--- src/rtl/core/fbf_pkg.sv ---
// shared constants, field widths and controller/datapath command types
// for the block fir filter; no dependencies
package fbf_pkg;

  localparam int MaxTaps   = 32;
  localparam int IdxW      = $clog2(MaxTaps);
  localparam int TapsW     = 6;
  localparam int SampleW   = 24;
  localparam int CoefW     = 16;
  localparam int ProdW     = SampleW + CoefW;
  localparam int AccW      = ProdW + IdxW + 1;
  localparam int FracBits  = 15;
  localparam int YW        = AccW - FracBits;
  localparam int InDataW   = 48;
  localparam int InUserW   = 2;
  localparam int OutDataW  = 24;
  localparam int OutUserW  = 1;

  localparam logic [TapsW-1:0] TapsReset = TapsW'(MaxTaps);

  // action codes carried in tuser bit 0
  localparam logic ActLoad   = 1'b0;
  localparam logic ActFilter = 1'b1;

  typedef struct packed {
    logic load;   // write one coefficient
    logic start;  // store sample, clear accumulator, rewind tap counter
    logic mac;    // one multiply for the current tap
    logic emit;   // round, saturate and register the result
  } fbf_cmd_t;

  typedef struct packed {
    logic taps_zero;
    logic last_tap;
    logic out_free;
  } fbf_stat_t;

endpackage

--- src/rtl/core/fbf_ctrl.sv ---
// sequencing state machine for the block fir filter
// depends on fbf_pkg
module fbf_ctrl (
  input  logic              clk_i,
  input  logic              rst_ni,
  input  logic              in_valid_i,
  input  logic              in_action_i,
  input  fbf_pkg::fbf_stat_t stat_i,
  output logic              in_ready_o,
  output fbf_pkg::fbf_cmd_t cmd_o
);

  typedef enum logic [1:0] {
    StIdle,
    StMac,
    StDrain,
    StFinish
  } state_e;

  state_e state_q, state_d;
  logic   ready_q;
  logic   accept;

  assign accept     = in_valid_i & ready_q;
  assign in_ready_o = ready_q;

  always_comb begin
    state_d = state_q;
    cmd_o   = '0;
    case (state_q)
      StIdle: begin
        if (accept) begin
          if (in_action_i == fbf_pkg::ActLoad) begin
            cmd_o.load = 1'b1;
          end else begin
            cmd_o.start = 1'b1;
            state_d     = stat_i.taps_zero ? StDrain : StMac;
          end
        end
      end
      StMac: begin
        cmd_o.mac = 1'b1;
        if (stat_i.last_tap) begin
          state_d = StDrain;
        end
      end
      StDrain: begin
        // last product lands in the accumulator
        state_d = StFinish;
      end
      StFinish: begin
        if (stat_i.out_free) begin
          cmd_o.emit = 1'b1;
          state_d    = StIdle;
        end
      end
      default: begin
        state_d = StIdle;
      end
    endcase
  end

  always_ff @(posedge clk_i or negedge rst_ni) begin
    if (!rst_ni) begin
      state_q <= StIdle;
      ready_q <= 1'b0;
    end else begin
      state_q <= state_d;
      ready_q <= (state_d == StIdle);
    end
  end

endmodule

--- src/rtl/core/fbf_datapath.sv ---
// coefficient store, sample history, multiply-accumulate and output register
// depends on fbf_pkg
module fbf_datapath (
  input  logic                                clk_i,
  input  logic                                rst_ni,
  input  fbf_pkg::fbf_cmd_t                   cmd_i,
  output fbf_pkg::fbf_stat_t                  stat_o,
  input  logic                                cfg_we_i,
  input  logic [fbf_pkg::TapsW-1:0]           cfg_data_i,
  input  logic signed [fbf_pkg::SampleW-1:0]  sample_i,
  input  logic                                first_i,
  input  logic [fbf_pkg::IdxW-1:0]            coef_index_i,
  input  logic signed [fbf_pkg::CoefW-1:0]    coef_value_i,
  output logic                                out_valid_o,
  input  logic                                out_ready_i,
  output logic signed [fbf_pkg::SampleW-1:0]  out_data_o,
  output logic                                out_sat_o
);

  localparam int IdxW = fbf_pkg::IdxW;
  localparam int AccW = fbf_pkg::AccW;
  localparam int YW   = fbf_pkg::YW;
  localparam logic signed [YW-1:0] YMax = YW'((1 << (fbf_pkg::SampleW - 1)) - 1);
  localparam logic signed [YW-1:0] YMin = -YMax - YW'(1);
  localparam logic signed [AccW-1:0] RoundHalf = AccW'(1 << (fbf_pkg::FracBits - 1));

  logic [fbf_pkg::TapsW-1:0]          taps_q, taps_eff;
  logic signed [fbf_pkg::CoefW-1:0]   coef_q [fbf_pkg::MaxTaps];
  logic signed [fbf_pkg::SampleW-1:0] hist_q [fbf_pkg::MaxTaps];
  logic [fbf_pkg::MaxTaps-1:0]        hvalid_q, hvalid_d;
  logic [IdxW-1:0]                    ptr_q, base_q, cnt_q, wr_slot, rd_slot;
  logic signed [fbf_pkg::ProdW-1:0]   prod_q;
  logic                               prod_vld_q;
  logic signed [AccW-1:0]             acc_q, rnd;
  logic signed [YW-1:0]               y;
  logic signed [fbf_pkg::SampleW-1:0] hist_rd;
  logic                               out_valid_q, out_sat_q;
  logic signed [fbf_pkg::SampleW-1:0] out_data_q;

  // counts above the store depth clip to the full length
  assign taps_eff = (taps_q > fbf_pkg::TapsW'(fbf_pkg::MaxTaps))
                    ? fbf_pkg::TapsW'(fbf_pkg::MaxTaps) : taps_q;

  assign stat_o.taps_zero = (taps_eff == '0);
  assign stat_o.last_tap  = ({1'b0, cnt_q} == taps_eff - fbf_pkg::TapsW'(1));
  assign stat_o.out_free  = !out_valid_q || out_ready_i;

  assign wr_slot = first_i ? '0 : ptr_q;
  // circular walk backwards, wraps with the power-of-two depth
  assign rd_slot = base_q - cnt_q;
  assign hist_rd = hvalid_q[rd_slot] ? hist_q[rd_slot] : '0;

  // block start forgets all older samples
  always_comb begin
    hvalid_d          = first_i ? '0 : hvalid_q;
    hvalid_d[wr_slot] = 1'b1;
  end

  assign rnd = acc_q + RoundHalf;
  assign y   = rnd[AccW-1:fbf_pkg::FracBits];

  always_ff @(posedge clk_i or negedge rst_ni) begin
    if (!rst_ni) begin
      taps_q <= fbf_pkg::TapsReset;
      for (int i = 0; i < fbf_pkg::MaxTaps; i++) begin
        coef_q[i] <= '0;
      end
      hvalid_q    <= '0;
      ptr_q       <= '0;
      prod_vld_q  <= 1'b0;
      out_valid_q <= 1'b0;
    end else begin
      if (cfg_we_i) begin
        taps_q <= cfg_data_i;
      end
      if (cmd_i.load) begin
        coef_q[coef_index_i] <= coef_value_i;
      end
      if (cmd_i.start) begin
        hvalid_q <= hvalid_d;
        ptr_q    <= wr_slot + IdxW'(1);
      end
      prod_vld_q <= cmd_i.mac;
      if (cmd_i.emit) begin
        out_valid_q <= 1'b1;
      end else if (out_ready_i) begin
        out_valid_q <= 1'b0;
      end
    end
  end

  always_ff @(posedge clk_i) begin
    if (cmd_i.start) begin
      hist_q[wr_slot] <= sample_i;
      base_q          <= wr_slot;
      cnt_q           <= '0;
      acc_q           <= '0;
    end else begin
      if (prod_vld_q) begin
        acc_q <= acc_q + AccW'(prod_q);
      end
      if (cmd_i.mac) begin
        cnt_q <= cnt_q + IdxW'(1);
      end
    end
    if (cmd_i.mac) begin
      prod_q <= coef_q[cnt_q] * hist_rd;
    end
    if (cmd_i.emit) begin
      if (y > YMax) begin
        out_data_q <= YMax[fbf_pkg::SampleW-1:0];
        out_sat_q  <= 1'b1;
      end else if (y < YMin) begin
        out_data_q <= YMin[fbf_pkg::SampleW-1:0];
        out_sat_q  <= 1'b1;
      end else begin
        out_data_q <= y[fbf_pkg::SampleW-1:0];
        out_sat_q  <= 1'b0;
      end
    end
  end

  assign out_valid_o = out_valid_q;
  assign out_data_o  = out_data_q;
  assign out_sat_o   = out_sat_q;

endmodule

--- src/rtl/core/fir_block_filter.sv ---
// top level of the block fir filter: stream ports and configuration write port
// depends on fbf_pkg, fbf_ctrl and fbf_datapath
// usage
//   input stream: each item either loads one q1.15 coefficient (action 0)
//   or filters one signed 24-bit sample (action 1). a sample flagged first of
//   block clears the sample history before it is used.
//   output stream: one item per filtered sample, the rounded sum of products
//   over the taps in use, saturated to 24 bits, with a clip flag in tuser.
//   configuration: one write sets taps_in_use (counts above 32 act as 32,
//   zero gives a zero output); cfg_ready_o is always high. write only while idle.
// sequence
//   after a coefficient load the block stays ready and takes the next item.
//   a sample is taken only when the previous one is done: one shared multiplier
//   handles one tap per cycle (none when taps_in_use is zero), the drain state
//   adds the last product and the finish state rounds into the output register.
// reset
//   coefficients clear to zero, history empties, taps_in_use returns to 32.
//   s_axis_tready rises the first cycle after reset is released.
// stalls
//   the output register holds a result while m_axis_tready is low; the block
//   still takes the next item and computes it, and then waits before writing
//   the new result until the register is free.
module fir_block_filter (
  input  logic                            clk_i,
  input  logic                            rst_ni,
  input  logic                            s_axis_tvalid,
  output logic                            s_axis_tready,
  // [23:0] sample_in, [28:24] coef_index, [44:29] coef_value, [47:45] zero
  input  logic [fbf_pkg::InDataW-1:0]     s_axis_tdata,
  // [0] action, [1] first_of_block
  input  logic [fbf_pkg::InUserW-1:0]     s_axis_tuser,
  output logic                            m_axis_tvalid,
  input  logic                            m_axis_tready,
  // [23:0] filtered_out
  output logic [fbf_pkg::OutDataW-1:0]    m_axis_tdata,
  // [0] saturated
  output logic [fbf_pkg::OutUserW-1:0]    m_axis_tuser,
  input  logic                            cfg_valid_i,
  output logic                            cfg_ready_o,
  input  logic [fbf_pkg::TapsW-1:0]       cfg_data_i
);

  fbf_pkg::fbf_cmd_t  cmd;
  fbf_pkg::fbf_stat_t stat;
  logic signed [fbf_pkg::SampleW-1:0] out_data;
  logic                               out_sat;

  // configuration register is always writable
  assign cfg_ready_o = 1'b1;

  fbf_ctrl u_ctrl (
    .clk_i       (clk_i),
    .rst_ni      (rst_ni),
    .in_valid_i  (s_axis_tvalid),
    .in_action_i (s_axis_tuser[0]),
    .stat_i      (stat),
    .in_ready_o  (s_axis_tready),
    .cmd_o       (cmd)
  );

  fbf_datapath u_datapath (
    .clk_i        (clk_i),
    .rst_ni       (rst_ni),
    .cmd_i        (cmd),
    .stat_o       (stat),
    .cfg_we_i     (cfg_valid_i),
    .cfg_data_i   (cfg_data_i),
    .sample_i     (s_axis_tdata[23:0]),
    .first_i      (s_axis_tuser[1]),
    .coef_index_i (s_axis_tdata[28:24]),
    .coef_value_i (s_axis_tdata[44:29]),
    .out_valid_o  (m_axis_tvalid),
    .out_ready_i  (m_axis_tready),
    .out_data_o   (out_data),
    .out_sat_o    (out_sat)
  );

  assign m_axis_tdata = out_data;
  assign m_axis_tuser = out_sat;

endmodule
--- config.mk ---
export PLATFORM = sky130hd
export DESIGN_NAME = fir_block_filter
export DESIGN_NICKNAME = d
export VERILOG_FILES = /design/src/rtl/core/fbf_pkg.sv /design/src/rtl/core/fbf_ctrl.sv /design/src/rtl/core/fbf_datapath.sv /design/src/rtl/core/fir_block_filter.sv
export SDC_FILE = /design/constraint.sdc
export NUM_CORES = 2
export LEC_CHECK = 0
export BUFFER_PORTS_ARGS = -buffer_cell sky130_fd_sc_hd__buf_2
export CORE_ASPECT_RATIO = 0.7
export CORE_MARGIN = 4
export CORE_UTILIZATION = 57
export CTS_CLUSTER_SIZE = 24
export DETAILED_ROUTE_END_ITERATION = 8
export PLACE_DENSITY_LB_ADDON = 0.1
export SYNTH_ARGS = -nofsm -noshare
export SYNTH_HDL_FRONTEND = slang
export SYNTH_SLANG_ARGS = --single-unit
--- constraint.sdc ---
create_clock -name clk_i -period 11.7 [get_ports clk_i]
set_input_delay 0.585 -clock clk_i [delete_from_list [all_inputs] [get_ports clk_i]]
set_output_delay 0.585 -clock clk_i [all_outputs]
set_load 0.1 [all_outputs]
==> results_dict.tcl <==
set metrics [dict create \
    outcome "completed" \
    min_path_type "input port to register" \
    worst_slew_pin_slew_ns 1.23 \
    path_class "register to register" \
    rsz0062_at_grt "no" \
    final.setup_skew_ns 0.0479 \
    grt_antenna_before_repair 11 \
    critical_path_buf_inv_count 2 \
    grt_max_degree 171 \
    hold_depth 2 \
    finalHoldViolCount 0 \
    wl_um 179000 \
    die_width_um 443 \
    syn_area_per_cell_um2 15.1 \
    ys_types 80 \
    min_period_ns 10.40 \
    synth_async_sr_flop_share 0.386 \
    dr.pass1.iters 5 \
    start_kind "register" \
    reg2reg_depth 25 \
    gp_congestion 0.848 \
    cp.required_ns 12.21 \
    syn-cell-area_um2 75500 \
    final_cell_mix "edfxtp_1 (838), dfrtp_1 (558), mux2_2 (524)" \
    detail_route.drc_violations 0 \
    setup_violations 0 \
    yosysSeqAreaShare 0.532 \
    fmax_mhz 96.1 \
    p_per_area_nw_per_um2 200 \
    cpMaxStageDelayCell "fa_4" \
    clk_pin_slew_ns 0.06 \
    tns_ns 0 \
    slowest_delay_ns 0.97 \
    rows 111 \
    dp_hpwl_um 111000 \
    max_cap_violations 0 \
    min_period_over_period 0.889 \
    syn_nets 5608 \
    ys_seq_elements 1449 \
    cts_made_buffers 139 \
    cts_setup_buffers 0 \
    first_global_vias 43765 \
    cts_sinks 1449 \
    cts_tree "built" \
    yosys_warnings 0 \
    vias_per_cell 6.06 \
    port_buffers 84 \
    num_vias 42199 \
    final_common_cell "edfxtp_1" \
    slew_viol_final 0 \
    max-vdd-ir-drop_mv 0.259 \
    track_usage 0.266 \
    drt_iter0_drc 3917 \
    grt_pass1_wl_um 276000 \
    dieHeight_um 313 \
    cp_num_cells 25 \
    nets 5686 \
    synth_edf_count 838 \
    slew_headroom 0.182 \
    ant_nets 0 \
    syn_to_final_growth_pct 10.2 \
    htreeDepth 4 \
    dp_cells 6698 \
    layout-drive-gt1-share 0.278 \
    whs_ns 0.0750 \
    path_common_cell "fa_1" \
    instances_no_fill 6965 \
    crit_family "adder cells" \
    start_util 0.576 \
    io-pin-count 89 \
    wl_per_cell_um 25.7 \
    die_area_um2 139000 \
    cts-root-buf "clkbuf_16" \
    coreArea_um2 131000 \
    grt.overflow.total 0 \
    clk_path_buf_depth 3 \
    synth_ff_type "edfxtp_1" \
    power_leakage_uw 0.0347 \
    clk_latency_ns 0.79 \
    cp-end-kind "register" \
    synthCells 5017 \
    critPathArrivalTime_ns 10.91 \
    crit_path_max_fanout 49 \
]
## routing by layer
metal  global-route usage  part of all wire  vias to the layer above
met5              0.00173           0.00034                        -
met4               0.0605             0.018                        6
met1                0.405              0.45                    22342
li1                     -                 -                    18182
met2                0.388              0.44                     1430
met3               0.0685             0.085                      239
## layout make-up
class / instances / area, um2
diodes: 9 / 22.5
clock buffers: 186 / 3910
clock inverters: 65 / 776
fillers: 9628 / 48000
inverters: 473 / 1780
multi-input cells: 2822 / 32800
flip-flops and latches: 1449 / 40200
well taps: 1751 / 2190
repair buffers: 210 / 1510
## metrics by stage
step | total power (uW) | setup slack (ns) | util | area (um2)
after global routing | 17500 | 0.798 | 0.634 | 83200
after CTS | 16800 | 1.27 | 0.634 | 83200
after floorplan | 10500 | 2.07 | - | 75500
final | 16600 | 1.30 | 0.634 | 83200
after detailed placement | 12100 | 1.33 | 0.598 | 78400
after global placement | 12000 | 1.35 | 0.598 | 78400
## synth_stat cells (all sizes together) (40+ instances only)
cell type | instances | area (um2)
ha | 153 | 1910
edfxtp | 838 | 25200
dfxtp | 51 | 1020
mux4 | 410 | 9230
nor2 | 262 | 986
xor2 | 40 | 350
a21o | 91 | 684
mux2i | 49 | 494
nand2 | 243 | 912
nand2b | 94 | 588
dfrtp | 559 | 14000
clkbuf | 160 | 601
a21oi | 103 | 523
inv | 472 | 1770
fa | 377 | 7550
xnor2 | 79 | 692
o21ai | 79 | 395
mux2 | 524 | 5900
buf | 113 | 562
nor2b | 82 | 513
## path summary, 6_finish.rpt
path | start | to | slack (ns)
max | u_datapath.cnt_q[0]$_SDFFE_PP0P_ | u_datapath.prod_q[38]$_DFFE_PP_ | 1.30
min | cfg_valid_i | u_datapath.taps_q[5]$_DFFE_PN1P_ | 0.08
max reg2reg | u_datapath.cnt_q[0]$_SDFFE_PP0P_ | u_datapath.prod_q[38]$_DFFE_PP_ | 1.30
min reg2reg | u_datapath.hvalid_q[0]$_DFFE_PN0P_ | u_datapath.hvalid_q[0]$_DFFE_PN0P_ | 0.47
max in group asynchronous | rst_ni | u_datapath.coef_q[404]$_DFFE_PN0P_ | 8.84
min in group asynchronous | rst_ni | u_datapath.coef_q[203]$_DFFE_PN0P_ | 0.44
## repair_timing
action | 4_1_cts | 5_1_grt
hold buffers | 7 | 0
resized for setup | 0 | 0
endpoints found under the setup margin | 0 | 0
hold endpoints to repair | 114 | 0
## state kept, by name, summed over array words and instances (netlist names)
register                cells
u_datapath.prod_q          40
u_datapath.prod_vld_q       1
u_datapath.hist_q         768
u_datapath.acc_q           46
u_datapath.coef_q         512
u_datapath.out_data_o      24
u_datapath.hvalid_q        32
u_datapath.taps_q           6
u_datapath.out_sat_o        1
u_datapath.ptr_q            5
u_datapath.cnt_q            5
u_ctrl.state_q              2
u_datapath.base_q           5
u_ctrl.in_ready_o           1
u_datapath.out_valid_o      1
## kinds of logic after synthesis
kind of cell,count (synthesis),synth area share
flops,1449,0.532
mux,983,0.207
simple gates,828,0.0521
buf+inv,746,0.0389
fa+ha+maj,530,0.125
compound gates,361,0.0308
xor+xnor,119,0.0138
other cells,1,0.0000496
## report_power, final
| part | leakage (uW) | total, uW | switching (uW) | internal [uW] |
|---|---|---|---|---|
| Clock | 0.00228 | 4640 | 1980 | 2660 |
| Combinational | 0.0167 | 5960 | 3270 | 2680 |
| Sequential | 0.0158 | 6050 | 253 | 5800 |
No activity file was read; power rests on OpenSTA's default activity.
